$ cat src/sv/ptt_pkg.sv
// ----------------------------------------------------------------------------
// ptt_pkg
// Shared types and constants of the poly-X tail trim unit.
// ----------------------------------------------------------------------------
`timescale 1ns / 1ps
`default_nettype none

package ptt_pkg;

	// base codes
	localparam logic [2:0] BASE_A = 3'd0;
	localparam logic [2:0] BASE_T = 3'd1;
	localparam logic [2:0] BASE_C = 3'd2;
	localparam logic [2:0] BASE_G = 3'd3;
	localparam logic [2:0] BASE_N = 3'd4;

	localparam int NBASE         = 4;
	localparam int MAX_LEN_DEF   = 4096;
	localparam int TRIM_W        = 13;
	localparam int ALLOW_CAP     = 5;   // mismatch allowance ceiling
	localparam int RATIO_SHIFT   = 3;   // one mismatch per eight bases
	localparam int STOP_SCAN_MIN = 9;
	localparam int QDEPTH        = 4;
	localparam int QPTR_W        = $clog2(QDEPTH);
	localparam int QCNT_W        = $clog2(QDEPTH + 1);

	// configuration port
	localparam int PADDR_W = 3;
	localparam int PDATA_W = 32;
	localparam logic [0:0] REG_MIN_LENGTH = 1'b0;
	localparam logic [7:0] MIN_LEN_RST    = 8'd10;

	// a base after decode
	typedef struct packed {
		logic [NBASE-1:0] hit;   // exact A/T/C/G occurrence
		logic             is_n;  // counts for every base
		logic             last;
	} item_t;

endpackage

`default_nettype wire

$ cat src/sv/ptt_front.sv
// ----------------------------------------------------------------------------
// ptt_front
// Accepts base beats, decodes the code and queues the result for the scanner.
// ----------------------------------------------------------------------------
`timescale 1ns / 1ps
`default_nettype none

module ptt_front (
	input  wire logic          clk,
	input  wire logic          arst_n,
	input  wire logic          in_valid,
	output logic               in_ready,
	input  wire logic [2:0]    in_base,
	input  wire logic          in_last,
	output logic               q_valid,
	output ptt_pkg::item_t     q_item,
	input  wire logic          q_pop
);

	ptt_pkg::item_t                  mem_q [ptt_pkg::QDEPTH];
	logic [ptt_pkg::QPTR_W-1:0]      wr_ptr_q;
	logic [ptt_pkg::QPTR_W-1:0]      rd_ptr_q;
	logic [ptt_pkg::QCNT_W-1:0]      cnt_q;
	ptt_pkg::item_t                  dec;
	logic                            push;

	always_comb begin
		dec.hit[0] = (in_base == ptt_pkg::BASE_A);
		dec.hit[1] = (in_base == ptt_pkg::BASE_T);
		dec.hit[2] = (in_base == ptt_pkg::BASE_C);
		dec.hit[3] = (in_base == ptt_pkg::BASE_G);
		dec.is_n   = (in_base == ptt_pkg::BASE_N);
		dec.last   = in_last;
	end

	assign in_ready = (cnt_q != ptt_pkg::QCNT_W'(ptt_pkg::QDEPTH));
	assign push     = in_valid && in_ready;
	assign q_valid  = (cnt_q != '0);
	assign q_item   = mem_q[rd_ptr_q];

	always_ff @(posedge clk) begin
		if (push) begin
			mem_q[wr_ptr_q] <= dec;
		end
	end

	always_ff @(posedge clk or negedge arst_n) begin
		if (!arst_n) begin
			wr_ptr_q <= '0;
			rd_ptr_q <= '0;
			cnt_q    <= '0;
		end else begin
			if (push) begin
				wr_ptr_q <= wr_ptr_q + 1'b1;
			end
			if (q_pop) begin
				rd_ptr_q <= rd_ptr_q + 1'b1;
			end
			priority if (push && !q_pop) begin
				cnt_q <= cnt_q + 1'b1;
			end else if (q_pop && !push) begin
				cnt_q <= cnt_q - 1'b1;
			end else begin
				cnt_q <= cnt_q;
			end
		end
	end

endmodule

`default_nettype wire

$ cat src/sv/ptt_back.sv
// ----------------------------------------------------------------------------
// ptt_back
// Per-read scan state, stop rule and the end-of-read trim result register.
// ----------------------------------------------------------------------------
`timescale 1ns / 1ps
`default_nettype none

module ptt_back #(
	parameter int MAX_LEN = ptt_pkg::MAX_LEN_DEF
) (
	input  wire logic                        clk,
	input  wire logic                        arst_n,
	input  wire logic [7:0]                  min_length,
	input  wire logic                        q_valid,
	input  wire ptt_pkg::item_t              q_item,
	output logic                             q_pop,
	output logic                             out_valid,
	input  wire logic                        out_ready,
	output logic [ptt_pkg::TRIM_W-1:0]       out_trim,
	output logic                             out_trimmed,
	output logic                             out_ovf
);

	localparam int CW = $clog2(MAX_LEN + 1);
	localparam int EW = (CW + 1 > 8) ? CW + 1 : 8;

	logic [CW-1:0] cnt_q  [ptt_pkg::NBASE];
	logic [CW-1:0] seen_q [ptt_pkg::NBASE];
	logic [CW-1:0] scanned_q;
	logic          stopped_q;
	logic [CW-1:0] stop_scanned_q;
	logic [CW-1:0] len_q;
	logic          ovf_q;

	logic [CW-1:0] cnt_n  [ptt_pkg::NBASE];
	logic [CW-1:0] seen_n [ptt_pkg::NBASE];
	logic [CW-1:0] scanned_n;
	logic          stopped_n;
	logic [CW-1:0] stop_scanned_n;
	logic [CW-1:0] len_n;
	logic          ovf_n;

	logic          len_full;
	logic          scan_en;
	logic [CW-1:0] shr;
	logic [CW-1:0] allowed;
	logic          all_bad;
	logic          len_ok;
	logic [EW-1:0] eff_len;
	logic          allow;
	logic [1:0]    poly;
	logic [CW-1:0] best;

	assign q_pop = q_valid && (!q_item.last || !out_valid || out_ready);

	always_comb begin
		len_full = (len_q == CW'(MAX_LEN));
		scan_en  = !len_full && !stopped_q;
		len_n    = len_full ? len_q : len_q + 1'b1;
		ovf_n    = ovf_q || len_full;

		scanned_n = scan_en ? scanned_q + 1'b1 : scanned_q;
		for (int b = 0; b < ptt_pkg::NBASE; b++) begin
			cnt_n[b]  = cnt_q[b];
			seen_n[b] = seen_q[b];
			if (scan_en && (q_item.hit[b] || q_item.is_n)) begin
				cnt_n[b] = cnt_q[b] + 1'b1;
			end
			if (scan_en && q_item.hit[b]) begin
				seen_n[b] = scanned_n;
			end
		end

		// allowance is min(5, scanned/8)
		shr     = scanned_n >> ptt_pkg::RATIO_SHIFT;
		allowed = (shr > CW'(ptt_pkg::ALLOW_CAP)) ? CW'(ptt_pkg::ALLOW_CAP) : shr;
		all_bad = 1'b1;
		for (int b = 0; b < ptt_pkg::NBASE; b++) begin
			if ((scanned_n - cnt_n[b]) <= allowed) begin
				all_bad = 1'b0;
			end
		end
		len_ok = (scanned_n >= CW'(ptt_pkg::STOP_SCAN_MIN)) ||
			(EW'(scanned_n) + EW'(1) >= EW'(min_length));

		stopped_n      = stopped_q;
		stop_scanned_n = stop_scanned_q;
		if (scan_en && all_bad && len_ok) begin
			stopped_n      = 1'b1;
			stop_scanned_n = scanned_n;
		end

		// end of read: without a stop the read counts one base longer
		eff_len = stopped_n ? EW'(stop_scanned_n) : EW'(scanned_n) + EW'(1);
		allow   = (eff_len >= EW'(min_length));

		// first maximal counter wins ties
		poly = 2'd0;
		best = cnt_n[0];
		for (int b = 1; b < ptt_pkg::NBASE; b++) begin
			if (cnt_n[b] > best) begin
				best = cnt_n[b];
				poly = 2'(b);
			end
		end
	end

	always_ff @(posedge clk or negedge arst_n) begin
		if (!arst_n) begin
			for (int b = 0; b < ptt_pkg::NBASE; b++) begin
				cnt_q[b]  <= '0;
				seen_q[b] <= '0;
			end
			scanned_q      <= '0;
			stopped_q      <= 1'b0;
			stop_scanned_q <= '0;
			len_q          <= '0;
			ovf_q          <= 1'b0;
			out_valid      <= 1'b0;
		end else begin
			if (q_pop && q_item.last) begin
				for (int b = 0; b < ptt_pkg::NBASE; b++) begin
					cnt_q[b]  <= '0;
					seen_q[b] <= '0;
				end
				scanned_q      <= '0;
				stopped_q      <= 1'b0;
				stop_scanned_q <= '0;
				len_q          <= '0;
				ovf_q          <= 1'b0;
			end else if (q_pop) begin
				for (int b = 0; b < ptt_pkg::NBASE; b++) begin
					cnt_q[b]  <= cnt_n[b];
					seen_q[b] <= seen_n[b];
				end
				scanned_q      <= scanned_n;
				stopped_q      <= stopped_n;
				stop_scanned_q <= stop_scanned_n;
				len_q          <= len_n;
				ovf_q          <= ovf_n;
			end

			priority if (q_pop && q_item.last) begin
				out_valid <= 1'b1;
			end else if (out_ready) begin
				out_valid <= 1'b0;
			end else begin
				out_valid <= out_valid;
			end
		end
	end

	always_ff @(posedge clk) begin
		if (q_pop && q_item.last) begin
			out_trim    <= allow ? ptt_pkg::TRIM_W'(seen_n[poly]) : '0;
			out_trimmed <= allow;
			out_ovf     <= ovf_n;
		end
	end

endmodule

`default_nettype wire

$ cat src/sv/poly_x_tail_trim_unit.sv
// ----------------------------------------------------------------------------
// poly_x_tail_trim_unit
// Poly-X tail trimming of reads streamed base by base from the 3' end.
// ----------------------------------------------------------------------------
// Slave stream: one base per beat, s_tdata[2:0] = base code, s_tlast on the
// read's 5' end base. Master stream: one beat per read, m_tdata[12:0] = trim
// count, m_tuser[0] = trimmed, m_tuser[1] = overflow.
// APB port: min_length at address 0 (reset 10); write it only while idle.
// Throughput: one base per cycle, sustained across read boundaries. Bases are
// decoded straight into a four-entry queue; the scanner takes one queued base
// a cycle and updates its counters in that cycle.
// The result beat comes from the output register, loaded when the scanner pops
// the last base from the queue; older queued bases and a held result delay it.
// When the receiver stalls the result is held in the output register; the
// scanner keeps consuming bases of the next read and blocks only on that
// read's last base, after which the queue fills and s_tready drops.
// Reset: all counters and the queue clear, min_length returns to 10, no beat
// is presented. No clearing pass is needed.
// ----------------------------------------------------------------------------
`timescale 1ns / 1ps
`default_nettype none

module poly_x_tail_trim_unit #(
	parameter int MAX_LEN = ptt_pkg::MAX_LEN_DEF
) (
	input  wire logic                          clk,
	input  wire logic                          arst_n,
	input  wire logic                          s_tvalid,
	output logic                               s_tready,
	input  wire logic [7:0]                    s_tdata,   // [2:0] base
	input  wire logic                          s_tlast,
	output logic                               m_tvalid,
	input  wire logic                          m_tready,
	output logic [15:0]                        m_tdata,   // [12:0] trim_count
	output logic [1:0]                         m_tuser,   // [0] trimmed, [1] overflow
	input  wire logic                          psel,
	input  wire logic                          penable,
	input  wire logic                          pwrite,
	input  wire logic [ptt_pkg::PADDR_W-1:0]   paddr,
	input  wire logic [ptt_pkg::PDATA_W-1:0]   pwdata,
	output logic [ptt_pkg::PDATA_W-1:0]        prdata,
	output logic                               pready
);

	logic                          q_valid;
	ptt_pkg::item_t                q_item;
	logic                          q_pop;
	logic [7:0]                    min_length_q;
	logic [ptt_pkg::TRIM_W-1:0]    trim;
	logic                          trimmed;
	logic                          ovf;

	assign pready = 1'b1;
	assign prdata = (paddr[2] == ptt_pkg::REG_MIN_LENGTH) ?
		ptt_pkg::PDATA_W'(min_length_q) : '0;

	always_ff @(posedge clk or negedge arst_n) begin
		if (!arst_n) begin
			min_length_q <= ptt_pkg::MIN_LEN_RST;
		end else if (psel && penable && pwrite && pready &&
				(paddr[2] == ptt_pkg::REG_MIN_LENGTH)) begin
			min_length_q <= pwdata[7:0];
		end
	end

	ptt_front u_front (
		.clk      (clk),
		.arst_n   (arst_n),
		.in_valid (s_tvalid),
		.in_ready (s_tready),
		.in_base  (s_tdata[2:0]),
		.in_last  (s_tlast),
		.q_valid  (q_valid),
		.q_item   (q_item),
		.q_pop    (q_pop)
	);

	ptt_back #(
		.MAX_LEN (MAX_LEN)
	) u_back (
		.clk         (clk),
		.arst_n      (arst_n),
		.min_length  (min_length_q),
		.q_valid     (q_valid),
		.q_item      (q_item),
		.q_pop       (q_pop),
		.out_valid   (m_tvalid),
		.out_ready   (m_tready),
		.out_trim    (trim),
		.out_trimmed (trimmed),
		.out_ovf     (ovf)
	);

	assign m_tdata = 16'(trim);
	assign m_tuser = {ovf, trimmed};

	// a result only follows the scanner taking a read's last base
	a_result_from_last: assert property (@(posedge clk) disable iff (!arst_n)
		$rose(m_tvalid) |-> $past(q_pop && q_item.last))
		else $error("result beat without a closing base");

	// a blocked length check never trims
	a_untrimmed_zero: assert property (@(posedge clk) disable iff (!arst_n)
		(m_tvalid && !m_tuser[0]) |-> (m_tdata[12:0] == '0))
		else $error("trim count set on untrimmed read");

	// a full queue always has a base on offer to the scanner
	a_full_has_head: assert property (@(posedge clk) disable iff (!arst_n)
		!s_tready |-> q_valid)
		else $error("input stalled with empty queue");

endmodule

`default_nettype wire

$ cat config.mk
export PLATFORM = sky130hd
export DESIGN_NAME = poly_x_tail_trim_unit
export DESIGN_NICKNAME = d
export VERILOG_FILES = /design/src/sv/ptt_pkg.sv /design/src/sv/ptt_front.sv /design/src/sv/ptt_back.sv /design/src/sv/poly_x_tail_trim_unit.sv
export SDC_FILE = /design/constraint.sdc
export NUM_CORES = 1
export LEC_CHECK = 0
export ABC_AREA = 1
export BUFFER_PORTS_ARGS = -buffer_cell sky130_fd_sc_hd__buf_2
export CAP_MARGIN = 20
export CELL_PAD_IN_SITES_DETAIL_PLACEMENT = 1
export CELL_PAD_IN_SITES_GLOBAL_PLACEMENT = 1
export CORE_ASPECT_RATIO = 1.4
export CORE_MARGIN = 4
export CORE_UTILIZATION = 30
export CTS_BUF_LIST = sky130_fd_sc_hd__clkbuf_4 sky130_fd_sc_hd__clkbuf_8
export DETAILED_ROUTE_END_ITERATION = 10
export PLACE_DENSITY_LB_ADDON = 0.12
export SLEW_MARGIN = 25
export SYNTH_ARGS = -nofsm -noshare
export SYNTH_HDL_FRONTEND = slang
export SYNTH_SLANG_ARGS = --single-unit
$ cat constraint.sdc
create_clock -name clk -period 8.87 [get_ports clk]
set_clock_uncertainty 0.15 [all_clocks]
set_input_delay 1.3305 -clock clk [delete_from_list [all_inputs] [get_ports clk]]
set_output_delay 1.3305 -clock clk [all_outputs]
set_load 0.01 [all_outputs]
---- Word-level counts from Yosys, hierarchy flattened ----
Memories as Yosys holds them, arrays and structs flattened.
Index checks and enable logic that the tools add are counted.
word-level totals
  register bits after elaboration ......... 176
  memories kept ........................... 1
  latch bits .............................. 0
  logic and storage cells ................. 144
  memory bits (read-only) ................. 0
  bits in writable memories ............... 24
cells by class
  multipliers ............................. 0
  shift-type cells ........................ 0
  add/sub/neg operators ................... 15
  divide/modulo/power cells ............... 0
  multiplexer cells ....................... 47
  reductions and logical operators ........ 39
  bitwise operators ....................... 2
  equal/unequal tests ..................... 7
  order comparisons ....................... 12
memories
  memory         words  bits a word  read ports  clocked after Yosys merged registers in  wr ports  RTL line         source
  u_front.mem_q  4      6            1           0                                        1         ptt_front.sv:20  ptt_pkg::item_t mem_q [ptt_pkg::QDEPTH];
operator list
  cell                   number
  $mux 13                21
  $mux 52                4
  $add 13x1->13 const B  6
  $le 13x13->1           4
  $sub 13x13->13         4
  $gt 13x13->1           3
  $ge 14x8->1            2
  $bmux 13 s2            1
  $logic_and 1x1->1      19
  $add 13x1->14 const B  1
  $mux 1                 14
  $mux 14                1
  $eq 13x13->1 const B   1
  $ge 13x4->1 const B    1
  $gt 10x3->1 const B    1
  $mux 10                1
  $logic_or 1x1->1       8
  $mux 8                 1
  $eq 3x2->1 const B     2
  $logic_not 1->1        6
  $mux 3                 2
  $reduce_bool 2->1      3
  $add 2x1->2 const B    2
  $mux 2                 2
  other kinds (12)       12

---- Logic depth before layout (Yosys ltp) ----
Gate-level depths: netlist (run 1).
  depth in word-level cells ............... 16
  gate-level depth with buffers ........... 57

---- Hierarchy ----
From an unflattened synthesis (run 1), not the netlist that was laid out.
second synthesis, totals
  cells, all modules ...................... 2,322
  area, all modules ....................... 16,634.7 µm²
modules (own cells, without submodules)
  module                 cells each  times used  area an instance (µm²)
  ptt_back               2,107       1           14,552.7
  ptt_front              129         1           1,432.6
  poly_x_tail_trim_unit  86          1           649.4

---- Worst setup path before layout (run 1) ----
No wires, ideal clock.
  path type ............................... register -> register
  start point ............................. register u_front.rd_ptr_q[0] (netlist name)
  end point ............................... register u_back.out_trim[11] (netlist name) (data pin)
  stages on the path, launching flop included .. 55
  slack ................................... 1.197 ns
  arrival ................................. 7.264 ns
  data required time ...................... 8.461 ns
  path buffers ............................ 6
  cells stage by stage .................... dfrtp_1 inv_2 buf_4 nand2_1 nand3_1 nand2_1 nand2_2 nand3_2 buf_6 nor2_1 nand2_1 nor2_1 inv_1 nor4_1 xor2_1 inv_1 ha_1 nand4_1 [19 not listed] a31oi_1 clkinv_1 clkbuf_1 nand2_1 o21ai_0 ha_1 nand2_1 inv_1 o21ai_0 a21oi_1 a2111oi_0 a21boi_0 inv_1 clkbuf_1 clkbuf_1 o21ai_0 a31oi_1 a21oi_2
on the way
  longest elaborated chain between the ends .. 15
  elaborated cells between the ends (all ways) .. 51
RTL lines
  element                                   RTL line         source
  start: declaration                        ptt_front.sv:22  logic [ptt_pkg::QPTR_W-1:0] rd_ptr_q;
  start signal: assignment                  ptt_front.sv:57  rd_ptr_q <= rd_ptr_q + 1'b1;
  $mem_v2 4x6 (*)                           -
  $logic_or 1x1->1                          ptt_back.sv:66   if (scan_en && (q_item.hit[b] || q_item.is_n)) begin
  $logic_and 1x1->1                         ptt_back.sv:66
  $mux 13                                   ptt_back.sv:66
  $sub 13x13->13                            ptt_back.sv:79   if ((scanned_n - cnt_n[b]) <= allowed) begin
  $le 13x13->1                              ptt_back.sv:79
  $mux 1 (4 in series)                      ptt_back.sv:79
  $logic_and 1x1->1 (2 in series)           ptt_back.sv:88   if (scan_en && all_bad && len_ok) begin
  $mux 13 / $mux 1 (equally long branches)  ptt_back.sv:88
  $mux 14                                   ptt_back.sv:94   eff_len = stopped_n ? EW'(stop_scanned_n) : EW'(scanned_n) + EW'(1);
  $ge 14x8->1                               ptt_back.sv:95   allow = (eff_len >= EW'(min_length));
  end signal: assignment                    ptt_back.sv:155  out_trim <= allow ? ptt_pkg::TRIM_W'(seen_n[poly]) : '0;
  end: declaration                          ptt_back.sv:19   output logic [ptt_pkg::TRIM_W-1:0] out_trim,
Mark *: on every way between the ends. The rest lies on a longest branch, timed or not. The select of a mux whose other input is x is not followed.
A chain may end at the register's enable or synchronous reset.

---- Worst setup path in the final report (run 1) ----
  start point ............................. register u_back.len_q[0]
  end point ............................... register u_back.out_trim[0] (netlist name) (data pin)
on the way
  longest elaborated chain between the ends .. 16
  elaborated cells between the ends (all ways) .. 56
RTL lines
  element                                              RTL line                        source
  start: declaration                                   ptt_back.sv:32                  logic [CW-1:0] len_q;
  start signal: assignment                             ptt_back.sv:139                 len_q <= len_n;
  $eq 13x13->1 (*)                                     ptt_back.sv:57                  len_full = (len_q == CW'(MAX_LEN));
  $logic_not 1->1 (*)                                  ptt_back.sv:58                  scan_en = !len_full && !stopped_q;
  $logic_and 1x1->1 (*)                                ptt_back.sv:58
  $logic_and 1x1->1 / $mux 13 (equally long branches)  ptt_back.sv:66, ptt_back.sv:62
  $mux 13 / $gt 10x3->1 (equally long branches)        ptt_back.sv:66, ptt_back.sv:76
  $sub 13x13->13 / $mux 10 (equally long branches)     ptt_back.sv:79, ptt_back.sv:76
  $le 13x13->1                                         ptt_back.sv:79
  $mux 1 (4 in series)                                 ptt_back.sv:79
  $logic_and 1x1->1 (2 in series)                      ptt_back.sv:88
  $mux 13 / $mux 1 (equally long branches)             ptt_back.sv:88
  $mux 14                                              ptt_back.sv:94
  $ge 14x8->1                                          ptt_back.sv:95
Marks and branches as above.

==> results of run 1 <==
placed cells by master, fill, tap and decap left out, types with 37 or more instances in the layout:
cell type    n
ha_1       134
o21ai_0    196
nor2_1     141
dfrtp_1    157
xor2_1      73
nand4_1     37
buf_4       74
inv_1      281
nand3_1    174
nand2_1    551
buf_2       43
o22ai_1     66
a21oi_1     94
edfxtp_1    39
conb_1      56
final cells by class:
cell class | count | area (um^2)
diodes | 1 | 2.50
clock buffers | 18 | 241
well taps | 721 | 902
multi-input cells | 1735 | 9790
repair buffers | 122 | 836
clock inverters | 14 | 170
flip-flops and latches | 200 | 5200
fillers | 6781 | 35900
inverters | 301 | 1130
metrics by stage:
step | cells | util, % | hold WS (ns) | setup WS [ns] | area (um^2)
4_1_cts | 3105 | 33.5 | 0.348 | 0.00151 | 18200
6_report | 3112 | 33.7 | 0.344 | 0.723 | 18300
3_5_place_dp | 3073 | 32.7 | 0.318 | -0.244 | 17700
5_1_grt | 3112 | 33.7 | 0.367 | 0.0159 | 18300
3_3_place_gp | 3073 | 32.7 | 0.311 | -0.0828 | 17700
2_1_floorplan | 2336 | - | 0.298 | 1.20 | 16600
metal layers:
metal  vias to the layer above  track usage (%)  part of all wire [%]
met4                         0             6.89                   3.4
met2                       172             38.8                    54
li1                       7653                -                     -
met5                         -                0                     0
met3                        87             2.06                   2.1
met1                      7629             23.1                    40
what timing repair did:
item	4_1_cts	5_1_grt
gates resized for setup	3	20
hold buffers	0	0
buffers inserted	0	5
cloned	0	1
endpoints found under the setup margin	13	13
pin swaps	0	5
hold endpoints to repair	0	0
worst min-delay path: stages (launching register included):
cell and delay, ns:
dfrtp_1 0.36, nand2_1 0.05, o21ai_0 0.06
flip-flops by register name (all words and copies together), names as in the netlist:
register,cells
u_back.cnt_q,52
u_back.seen_q,52
u_front.mem_q,24
u_back.len_q,13
u_back.out_trim,13
u_back.scanned_q,13
u_back.stop_scanned_q,13
min_length_q,8
u_front.cnt_q,3
u_front.rd_ptr_q,2
u_front.wr_ptr_q,2
u_back.out_ovf,1
u_back.out_trimmed,1
u_back.out_valid,1
u_back.ovf_q,1
u_back.stopped_q,1
logic make-up after synthesis:
kind of cell	Yosys count
adders and majority gates	139
AOI/OAI and AO/OA	422
other	2
xor gates and xnor gates	88
DFF	200
and+or+nand+nor	1028
buffers and inverters	402
muxes	1
worst paths after layout:
kind	to	slack, ns	depth (start not counted)
max	u_back.out_trim[0]	0.72	46
min	u_back.seen_q[2]	0.34	2
max reg2reg	u_back.out_trim[0]	0.72	46
min reg2reg	u_back.seen_q[2]	0.34	2
max in group asynchronous	u_front.rd_ptr_q[1]	5.83	3
min in group asynchronous	u_back.seen_q[42]	0.56	1
==> impl_metrics.sql, run 1 <==
INSERT INTO impl_metrics (metric_group, metric, value, unit) VALUES
('synth', 'synth.top_cells.by_area', 'dfrtp_1 (24%), nand2_1 (13%), ha_1 (10%)', ''),
('timing', 'worst_slew_pin_slew', '1.04', 'ns'),
('synth', 'synth_top_cell_area_share', '24.2', '%'),
('global_route', 'grt_antenna_before_repair', '1', ''),
('synth', 'postSynthAreaPerCell', '7.20', 'um^2'),
('setup_path', 'worst-endpoint-arrival', '8.23', 'ns'),
('global_route', 'grt_max_degree', '97', ''),
('setup_path', 'r2r-start', 'u_back.len_q[0]', ''),
('hold_path', 'hp-class', 'flop to flop', ''),
('global_route', 'grt_pass1_vias', '16676', ''),
('clocking', 'cts-htree-levels', '4', ''),
('setup_path', 'crit_path_max_incr_delay', '0.37', 'ns'),
('synth', 'synth_ff_type', 'dfrtp_1', ''),
('synth', 'synthesis.instances', '2282', ''),
('timing', 'maxClockFrequency', '0.123', 'GHz'),
('floorplan', 'number_of_placed_i_o_pins', '104', ''),
('timing', 'setup-violations-final', '0', ''),
('clocking', 'cts_num_sinks', '200', ''),
('synth', 'synth-edff-count', '39', ''),
('final_layout', 'num-nets-final', '2567', ''),
('synth', 'synth-xor-area-share', '4.74', '%'),
('hold_path', 'min-delay-start', 'u_back.seen_q[2]', ''),
('setup_path', 'worst-setup-path-type', 'flop to flop', ''),
('timing', 'slew_headroom', '30.9', '%'),
('setup_path', 'startpoint_class', 'flop', ''),
('setup_path', 'number_of_buffer_and_inverter_stages_on_the_critical_path', '7', ''),
('synth', 'synth_top_family_by_area', 'simple AND/OR/NAND/NOR gates', ''),
('timing', 'fin_tns_setup', '0', 'ns'),
('synth', 'synth-compound-area-share', '14.4', '%'),
('clocking', 'cts_buffer_depth', '2', ''),
('routing', 'vias_per_cell', '4.99', ''),
('routing', 'detailedRoute.firstPassIterationCount', '4', ''),
('place', 'gp_congestion', '0.827', ''),
('setup_path', 'worst_path_dominant_cell_family', 'simple AND/OR/NAND/NOR gates', ''),
('floorplan', 'start_util', '30.3', '%'),
('floorplan', 'fp.dieH', '285', 'um'),
('outcome', 'result_of_the_run', 'finished clean', ''),
('timing', 'rsz_0062_raised_after_global_routing', 'no', ''),
('synth', 'ffs_latches_synth', '200', ''),
('global_route', 'grt_first_pass_wirelength', '92700', 'um'),
('routing', 'count_of_vias_placed_by_the_detailed_router', '15541', ''),
('synth', 'asyncSetResetFlopFracSynth', '80.5', '%'),
('global_route', 'globalRoute.totalOverflow', '0', ''),
('floorplan', 'design.die.area', '58600', 'um^2'),
('synth', 'yosysWarningCount', '0', ''),
('timing', 'post-route-period-util', '91.8', '%'),
('floorplan', 'rows', '101', ''),
('clocking', 'cts_tree', 'done', ''),
('synth', 'synthMostInstantiatedCell', 'nand2_1', ''),
('timing', 'final-max-slew-violation-count', '0', ''),
('setup_path', 'critical_path.most_common_cell', 'nand2_1', ''),
('clocking', 'clk_transition_reported_paths', '0.12', 'ns'),
('setup_path', 'end_kind', 'flop', ''),
('setup_path', 'critical_path.max_fanout', '15', ''),
('routing', 'drt_iter0_drc', '559', ''),
('synth', 'netlist_top_cells_count', 'nand2_1 (555), inv_1 (281), o21ai_0 (201), nand3_1 (175), dfrtp_1 (159)', ''),
('synth', 'synthSimpleGateAreaFrac', '27.8', '%'),
('clocking', 'cts-buffers-inserted', '17', ''),
('clocking', 'cts.root.buffer_cell', 'clkbuf_8', ''),
('final_layout', 'syn_to_final_growth', '11.2', '%'),
('routing', 'ant_nets', '0', ''),
('routing', 'route.detailed.drc', '0', ''),
('place', 'io_buffer_count', '44', ''),
('synth', 'mappedNetlistArea', '16400', 'um^2'),
('synth', 'synthDistinctLibCells', '60', ''),
('setup_path', 'timing.critical_path.slowest_stage_cell', 'dfrtp_1', ''),
('synth', 'yosys.area.top_type', 'dfrtp_1', ''),
('synth', 'area_share_of_fa_ha_maj_cells_after_synthesis', '10.8', '%'),
('synth', 'synth.mux.area_fraction', '0.0685', '%'),
('setup_path', 'worst-endpoint-required', '8.95', 'ns'),
('floorplan', 'fp.dieW', '206', 'um'),
('floorplan', 'floorplan.core_area', '54200', 'um^2'),
('timing', 'post-route-min-period', '8.15', 'ns'),
('timing', 'timing_hold_violations_final', '0', ''),
('place', 'detailed_place_hpwl', '44800', 'um'),
('routing', 'wire_per_inst', '19.0', 'um'),
('synth', 'synth_sequential_area_ratio', '31.7', '%'),
('final_layout', 'drive_above_1_share', '11.1', '%'),
('global_route', 'global_route_usage_sum', '20.3', '%'),
('routing', 'wire_length_reported_by_the_detailed_router', '59300', 'um'),
('setup_path', 'critPathLaunch', 'u_back.len_q[0]', ''),
('clocking', 'clock_insertion_delay_worst_skew', '0.51', 'ns'),
('job', 'max_cap_viol_count', '0', '');
Power of run 1 is left out: the tool's default activity adds up to more than one toggle a clock period on the data nets, which glitch-free logic cannot reach.
==> inputs of run 2 (changes only) <==
==> constraint.sdc (replaced) <==
create_clock -name clk -period 6.7 [get_ports clk]
set_clock_uncertainty 0.15 [all_clocks]
set_input_delay 1.005 -clock clk [delete_from_list [all_inputs] [get_ports clk]]
set_output_delay 1.005 -clock clk [all_outputs]
set_load 0.01 [all_outputs]
==> run 2 against run 1 <==
  * The flow now finishes with violations (negative setup slack)
  * First-iteration DRC count grew 11%
  * Die area unchanged
  * Routed wire length up 11%
  * Sequential share of layout area decreased by 4.9 points
  * Worst setup slack lost 1.6 ns
  * Final area grew 21%
  * Register-to-register slack worse by 1.6 ns
  * Via count is 10% higher
==> impl_metrics.sql, run 2 (synthesized netlist as in run 1, its figures left out) <==
INSERT INTO impl_metrics (metric_group, metric, value, unit) VALUES
('timing', 'maxClockFrequency', '0.131', 'GHz'),
('global_route', 'grt_max_degree', '82', ''),
('routing', 'count_of_vias_placed_by_the_detailed_router', '17163', ''),
('timing', 'timing_hold_violations_final', '0', ''),
('floorplan', 'floorplan.core_area', '54200', 'um^2'),
('setup_path', 'critical_path.max_fanout', '9', ''),
('outcome', 'result_of_the_run', 'finished, violations left', ''),
('setup_path', 'timing.critical_path.slowest_stage_cell', 'dfrtp_1', ''),
('setup_path', 'worst-endpoint-required', '6.83', 'ns'),
('floorplan', 'rows', '101', ''),
('routing', 'drt_iter0_drc', '620', ''),
('job', 'max_cap_viol_count', '0', ''),
('floorplan', 'fp.dieH', '285', 'um'),
('timing', 'setup_slack', '-0.907', 'ns'),
('setup_path', 'number_of_buffer_and_inverter_stages_on_the_critical_path', '10', ''),
('routing', 'ant_nets', '0', ''),
('global_route', 'grt_first_pass_wirelength', '102000', 'um'),
('timing', 'final-max-slew-violation-count', '0', ''),
('setup_path', 'crit_path_max_incr_delay', '0.46', 'ns'),
('hold_path', 'hp-class', 'primary input to asynchronous set/reset pin', ''),
('floorplan', 'start_util', '30.3', '%'),
('place', 'gp_congestion', '0.900', ''),
('place', 'detailed_place_hpwl', '50600', 'um'),
('routing', 'wire_length_reported_by_the_detailed_router', '65900', 'um'),
('setup_path', 'critical_path.most_common_cell', 'nand2_4', ''),
('clocking', 'cts_buffer_depth', '2', ''),
('setup_path', 'worst-endpoint-arrival', '7.73', 'ns'),
('routing', 'wire_per_inst', '18.8', 'um'),
('clocking', 'cts.root.buffer_cell', 'clkbuf_8', ''),
('timing', 'worst_slew_pin_slew', '0.971', 'ns'),
('clocking', 'cts_num_sinks', '200', ''),
('place', 'place_inst', '3410', ''),
('final_layout', 'final_common_cell', 'nand2_1', ''),
('final_layout', 'final_cell_count_no_fill', '3499', ''),
('floorplan', 'number_of_placed_i_o_pins', '104', ''),
('setup_path', 'end_kind', 'flop', ''),
('timing', 'setup-violations-final', '14', ''),
('routing', 'route.detailed.drc', '0', ''),
('setup_path', 'worst_path_dominant_cell_family', 'simple AND/OR/NAND/NOR gates', ''),
('floorplan', 'design.die.area', '58600', 'um^2'),
('timing', 'slew_headroom', '35.2', '%'),
('final_layout', 'syn_to_final_growth', '34.0', '%'),
('final_layout', 'final_core_utilization', '40.6', '%'),
('place', 'detailedPlace.worstSlack', '-1.29', 'ns'),
('global_route', 'grt_pass1_vias', '18483', ''),
('timing', 'hold_slack', '0.348', 'ns'),
('routing', 'vias_per_cell', '4.91', ''),
('setup_path', 'worst-setup-path-type', 'flop to flop', ''),
('clocking', 'cts-buffers-inserted', '17', ''),
('final_layout', 'highest_count_cells_in_the_layout_ignoring_fill_and_taps', 'nand2_1 (531), buf_4 (439), inv_1 (267), o21ai_0 (172), nand3_1 (160)', ''),
('timing', 'post-route-min-period', '7.61', 'ns'),
('final_layout', 'num-nets-final', '2954', ''),
('clocking', 'cts_tree', 'done', ''),
('global_route', 'global_route_usage_sum', '22.2', '%'),
('routing', 'detailedRoute.firstPassIterationCount', '7', ''),
('place', 'io_buffer_count', '44', ''),
('global_route', 'globalRoute.totalOverflow', '0', ''),
('timing', 'post-route-period-util', '114', '%'),
('clocking', 'cts-htree-levels', '4', ''),
('clocking', 'clock_insertion_delay_worst_skew', '0.54', 'ns'),
('global_route', 'grt_antenna_before_repair', '1', ''),
('outcome', 'violations', 'negative setup slack', ''),
('timing', 'rsz_0062_raised_after_global_routing', 'yes', ''),
('floorplan', 'fp.dieW', '206', 'um'),
('final_layout', 'drive_above_1_share', '27.5', '%'),
('final_layout', 'biggestRegsByFlops', 'u_back.cnt_q x52, u_back.seen_q x52, u_front.mem_q x24', ''),
('clocking', 'clk_transition_reported_paths', '0.14', 'ns'),
('setup_path', 'startpoint_class', 'flop', '');
==> run 2: what timing repair did <==
| action | 4_1_cts | 5_1_grt |
|---|---|---|
| setup buffers | 32 | 22 |
| resized for setup | 53 | 125 |
| gates cloned | 3 | 2 |
| hold buffers | 0 | 0 |
| pin swaps | 32 | 48 |
| setup endpoints to repair | 14 | 14 |
==> run 2: area by class of cell <==
cell class / count / area (um^2)
Sequential cell: 200 / 5200
Timing Repair Buffer: 509 / 3960
Inverter: 301 / 1140
Antenna cell: 1 / 2.50
Tap cell: 721 / 902
Fill cell: 6748 / 32200
Clock inverter: 15 / 186
Multi-Input combinational cell: 1735 / 10400
Clock buffer: 17 / 234
==> run 2: worst reg2reg max path: cells and delay by family, from the launching register on <==
kind | cells | cell delay (ns)
and+or+nand+nor | 20 | 2.46
AOI/OAI and AO/OA | 16 | 1.99
buffers and inverters | 10 | 1.23
adders and majority gates | 3 | 0.86
DFF | 1 | 0.46
xor gates and xnor gates | 1 | 0.21
==> run 2: metrics by stage <==
stage	instance area [um^2]	setup TNS, ns
6_report	22000	-11.23
5_1_grt	22000	-17.67
4_1_cts	21300	-9.52
3_5_place_dp	20400	-17.19
3_3_place_gp	20400	-14.68
2_1_floorplan	16700	-2.57
==> run 2: path summary, 6_finish.rpt <==
path | startpoint | endpoint | slack (ns) | cells past startpoint
max | u_front.rd_ptr_q[0] | u_back.out_trim[8] | -0.91 | 50
max reg2reg | u_front.rd_ptr_q[0] | u_back.out_trim[8] | -0.91 | 50
min | arst_n | u_back.cnt_q[11] | 0.35 | 1
min reg2reg | u_back.seen_q[35] | u_back.seen_q[35] | 0.35 | 2
min in group clk | u_back.seen_q[35] | u_back.seen_q[35] | 0.35 | 2
max in group asynchronous | arst_n | u_back.cnt_q[34] | 4.71 | 2
==> run 2: routing by layer <==
layer,routed length (um),part of all wire [%],vias to the layer above,global-route usage (%)
met4,1960,3.0,0,6.77
met3,1200,1.8,77,1.79
met5,0,0,-,0
li1,-,-,8422,-
met1,26000,39,8493,24.6
met2,36700,56,171,44.2
Power of run 2 is left out for the same reason.
==> inputs of run 3 (changes only) <==
==> constraint.sdc (replaced) <==
create_clock -name clk -period 7.94 [get_ports clk]
set_clock_uncertainty 0.15 [all_clocks]
set_input_delay 1.191 -clock clk [delete_from_list [all_inputs] [get_ports clk]]
set_output_delay 1.191 -clock clk [all_outputs]
set_load 0.01 [all_outputs]
==> run 3 against run 2 <==
  * The flow now finishes without violations
  * Final area down 9.8%
  * Via count shrank 6.6%
  * Die area stayed put
  * Non-clock buffer count shrank 244
  * Routed wire length is 7.0% lower
  * Hold slack got worse by 0.0025 ns
  * Worst setup slack better by 1.2 ns
==> impl_metrics.sql, run 3 (synthesized netlist as in run 1, its figures left out) <==
INSERT INTO impl_metrics (metric_group, metric, value, unit) VALUES
('outcome', 'result_of_the_run', 'finished clean', ''),
('hold_path', 'min_path_cells', '2', ''),
('setup_path', 'end_kind', 'flop', ''),
('setup_path', 'r2r-start', 'u_front.rd_ptr_q[0]', ''),
('timing', 'maxClockFrequency', '0.131', 'GHz'),
('place', 'place_inst', '3206', ''),
('floorplan', 'fp.dieW', '206', 'um'),
('setup_path', 'timing.critical_path.slowest_stage_cell', 'dfrtp_2', ''),
('routing', 'count_of_vias_placed_by_the_detailed_router', '16033', ''),
('setup_path', 'worst_path_dominant_cell_family', 'simple AND/OR/NAND/NOR gates', ''),
('global_route', 'grt_antenna_before_repair', '1', ''),
('final_layout', 'fillCellCount', '6749', ''),
('clocking', 'cts_tree', 'done', ''),
('setup_path', 'critical_path.most_common_cell', 'nand2_2', ''),
('timing', 'final-max-slew-violation-count', '0', ''),
('final_layout', 'num-nets-final', '2709', ''),
('timing', 'timing_hold_violations_final', '0', ''),
('timing', 'worst_slew_pin_slew', '1.03', 'ns'),
('routing', 'drt_iter0_drc', '507', ''),
('routing', 'route.detailed.drc', '0', ''),
('final_layout', 'layout.area.seq', '5200', 'um^2'),
('final_layout', 'final_cell_count_no_fill', '3254', ''),
('floorplan', 'floorplan.core_area', '54200', 'um^2'),
('setup_path', 'worst-endpoint-required', '8.06', 'ns'),
('hold_path', 'min-delay-start', 'u_back.seen_q[13]', ''),
('timing', 'post-route-period-util', '95.9', '%'),
('final_layout', 'drive_above_1_share', '19.0', '%'),
('timing', 'hold_slack', '0.345', 'ns'),
('clocking', 'cts_buffer_depth', '2', ''),
('setup_path', 'startpoint_class', 'flop', ''),
('floorplan', 'design.die.area', '58600', 'um^2'),
('floorplan', 'rows', '101', ''),
('clocking', 'cts_hold_buf', '0', ''),
('timing', 'setup-violations-final', '0', ''),
('timing', 'slew_headroom', '31.5', '%'),
('place', 'gp_congestion', '0.870', ''),
('floorplan', 'fp.dieH', '285', 'um'),
('hold_path', 'min_to', 'u_back.seen_q[13]', ''),
('final_layout', 'syn_to_final_growth', '20.9', '%'),
('place', 'postPlaceCellArea', '18800', 'um^2'),
('final_layout', 'final_cell_area', '19900', 'um^2'),
('routing', 'ant_nets', '0', ''),
('global_route', 'global_route_usage_sum', '20.8', '%'),
('clocking', 'clk_transition_reported_paths', '0.14', 'ns'),
('place', 'detailed_place_hpwl', '46700', 'um'),
('routing', 'detailedRoute.firstPassIterationCount', '5', ''),
('setup_path', 'crit_path_max_incr_delay', '0.48', 'ns'),
('setup_path', 'critical_path.max_fanout', '8', ''),
('floorplan', 'start_util', '30.3', '%'),
('routing', 'wire_length_reported_by_the_detailed_router', '61300', 'um'),
('clocking', 'cts-buffers-inserted', '17', ''),
('timing', 'rsz_0062_raised_after_global_routing', 'yes', ''),
('clocking', 'cts_num_sinks', '200', ''),
('routing', 'wire_per_inst', '18.8', 'um'),
('hold_path', 'hp-class', 'flop to flop', ''),
('final_layout', 'final_common_cell', 'nand2_1', ''),
('setup_path', 'worst-setup-path-type', 'flop to flop', ''),
('final_layout', 'area_used_by_multi_input_combinational_logic', '10100', 'um^2'),
('global_route', 'globalRoute.totalOverflow', '0', ''),
('global_route', 'grt_max_degree', '77', ''),
('clocking', 'clock_insertion_delay_worst_skew', '0.54', 'ns'),
('clocking', 'cts.root.buffer_cell', 'clkbuf_8', ''),
('global_route', 'grt_first_pass_wirelength', '95400', 'um'),
('setup_path', 'worst-endpoint-arrival', '7.73', 'ns'),
('setup_path', 'number_of_buffer_and_inverter_stages_on_the_critical_path', '12', ''),
('setup_path', 'critical_path.reg2reg.endpoint', 'u_back.out_trim[2]', ''),
('floorplan', 'number_of_placed_i_o_pins', '104', ''),
('place', 'io_buffer_count', '44', ''),
('routing', 'vias_per_cell', '4.93', ''),
('global_route', 'grt_pass1_vias', '17215', ''),
('final_layout', 'biggestRegsByFlops', 'u_back.cnt_q x52, u_back.seen_q x52, u_front.mem_q x24', ''),
('timing', 'fin_tns_setup', '0', 'ns'),
('clocking', 'cts-htree-levels', '4', ''),
('setup_path', 'ff2ff_path_depth', '56', ''),
('timing', 'post-route-min-period', '7.61', 'ns'),
('setup_path', 'worst_reg2reg_setup_slack', '0.33', 'ns'),
('final_layout', 'highest_count_cells_in_the_layout_ignoring_fill_and_taps', 'nand2_1 (532), inv_1 (268), buf_4 (203), o21ai_0 (184), nand3_1 (164)', ''),
('job', 'max_cap_viol_count', '0', '');
==> run 3: cell count changes in the layout (fill, tap and decap cells not counted), moves of 7 or more <==
cell,delta
nor2_2,-7
nand2_4,-7
o21ai_0,+12
o21ai_1,-8
a21oi_2,-12
a21oi_1,+12
buf_4,-236
==> run 3: worst max-delay path by stage <==
| stage | cells after the start | end | start |
|---|---|---|---|
| after floorplan | 54 | u_back.out_trim[11] | u_front.rd_ptr_q[0] |
| after global placement | 52 | u_back.out_trim[7] | u_front.rd_ptr_q[0] |
| after detailed placement | 52 | u_back.out_trim[9] | u_front.rd_ptr_q[0] |
| after CTS | 56 | u_back.out_trim[2] | u_front.rd_ptr_q[0] |
| after global routing | 56 | u_back.out_trim[2] | u_front.rd_ptr_q[0] |
| final | 56 | u_back.out_trim[2] | u_front.rd_ptr_q[0] |
==> run 3: final cells by class <==
cell class | instances | area share (%)
Clock buffer | 18 | 1.25
Tap cell | 721 | 4.54
Multi-Input combinational cell | 1734 | 51.0
Inverter | 301 | 5.78
Antenna cell | 1 | 0.0126
Timing Repair Buffer | 265 | 10.2
Clock inverter | 14 | 1.03
Sequential cell | 200 | 26.2
==> run 3: what timing repair did <==
| action | 4_1_cts | 5_1_grt |
|---|---|---|
| pin swaps | 3 | 49 |
| gates cloned | 0 | 2 |
| resized for setup | 15 | 128 |
| setup buffers | 4 | 10 |
| setup endpoints to repair | 13 | 14 |
==> run 3: metrics by stage <==
stage	utilization, %	setup slack, ns
CTS	35.6	0.0271
finish	36.6	0.325
global route	36.6	-0.257
floorplan	-	0.267
global placement	34.6	-0.401
detailed placement	34.6	-0.461
==> run 3: worst min-delay path, delay by kind of cell, from the launching register on <==
family          cells  cell delay, ns
flops               1            0.36
compound gates      1            0.06
simple gates        1            0.05
==> run 3: routing by layer <==
layer,vias to the layer above,share of wire [%],GRT usage (%)
li1,7939,-,-
met1,7852,41,23.6
met2,185,55,41.2
met3,57,1.7,1.72
met4,0,2.5,5.41
met5,-,0,0
Power of run 3 is left out for the same reason.
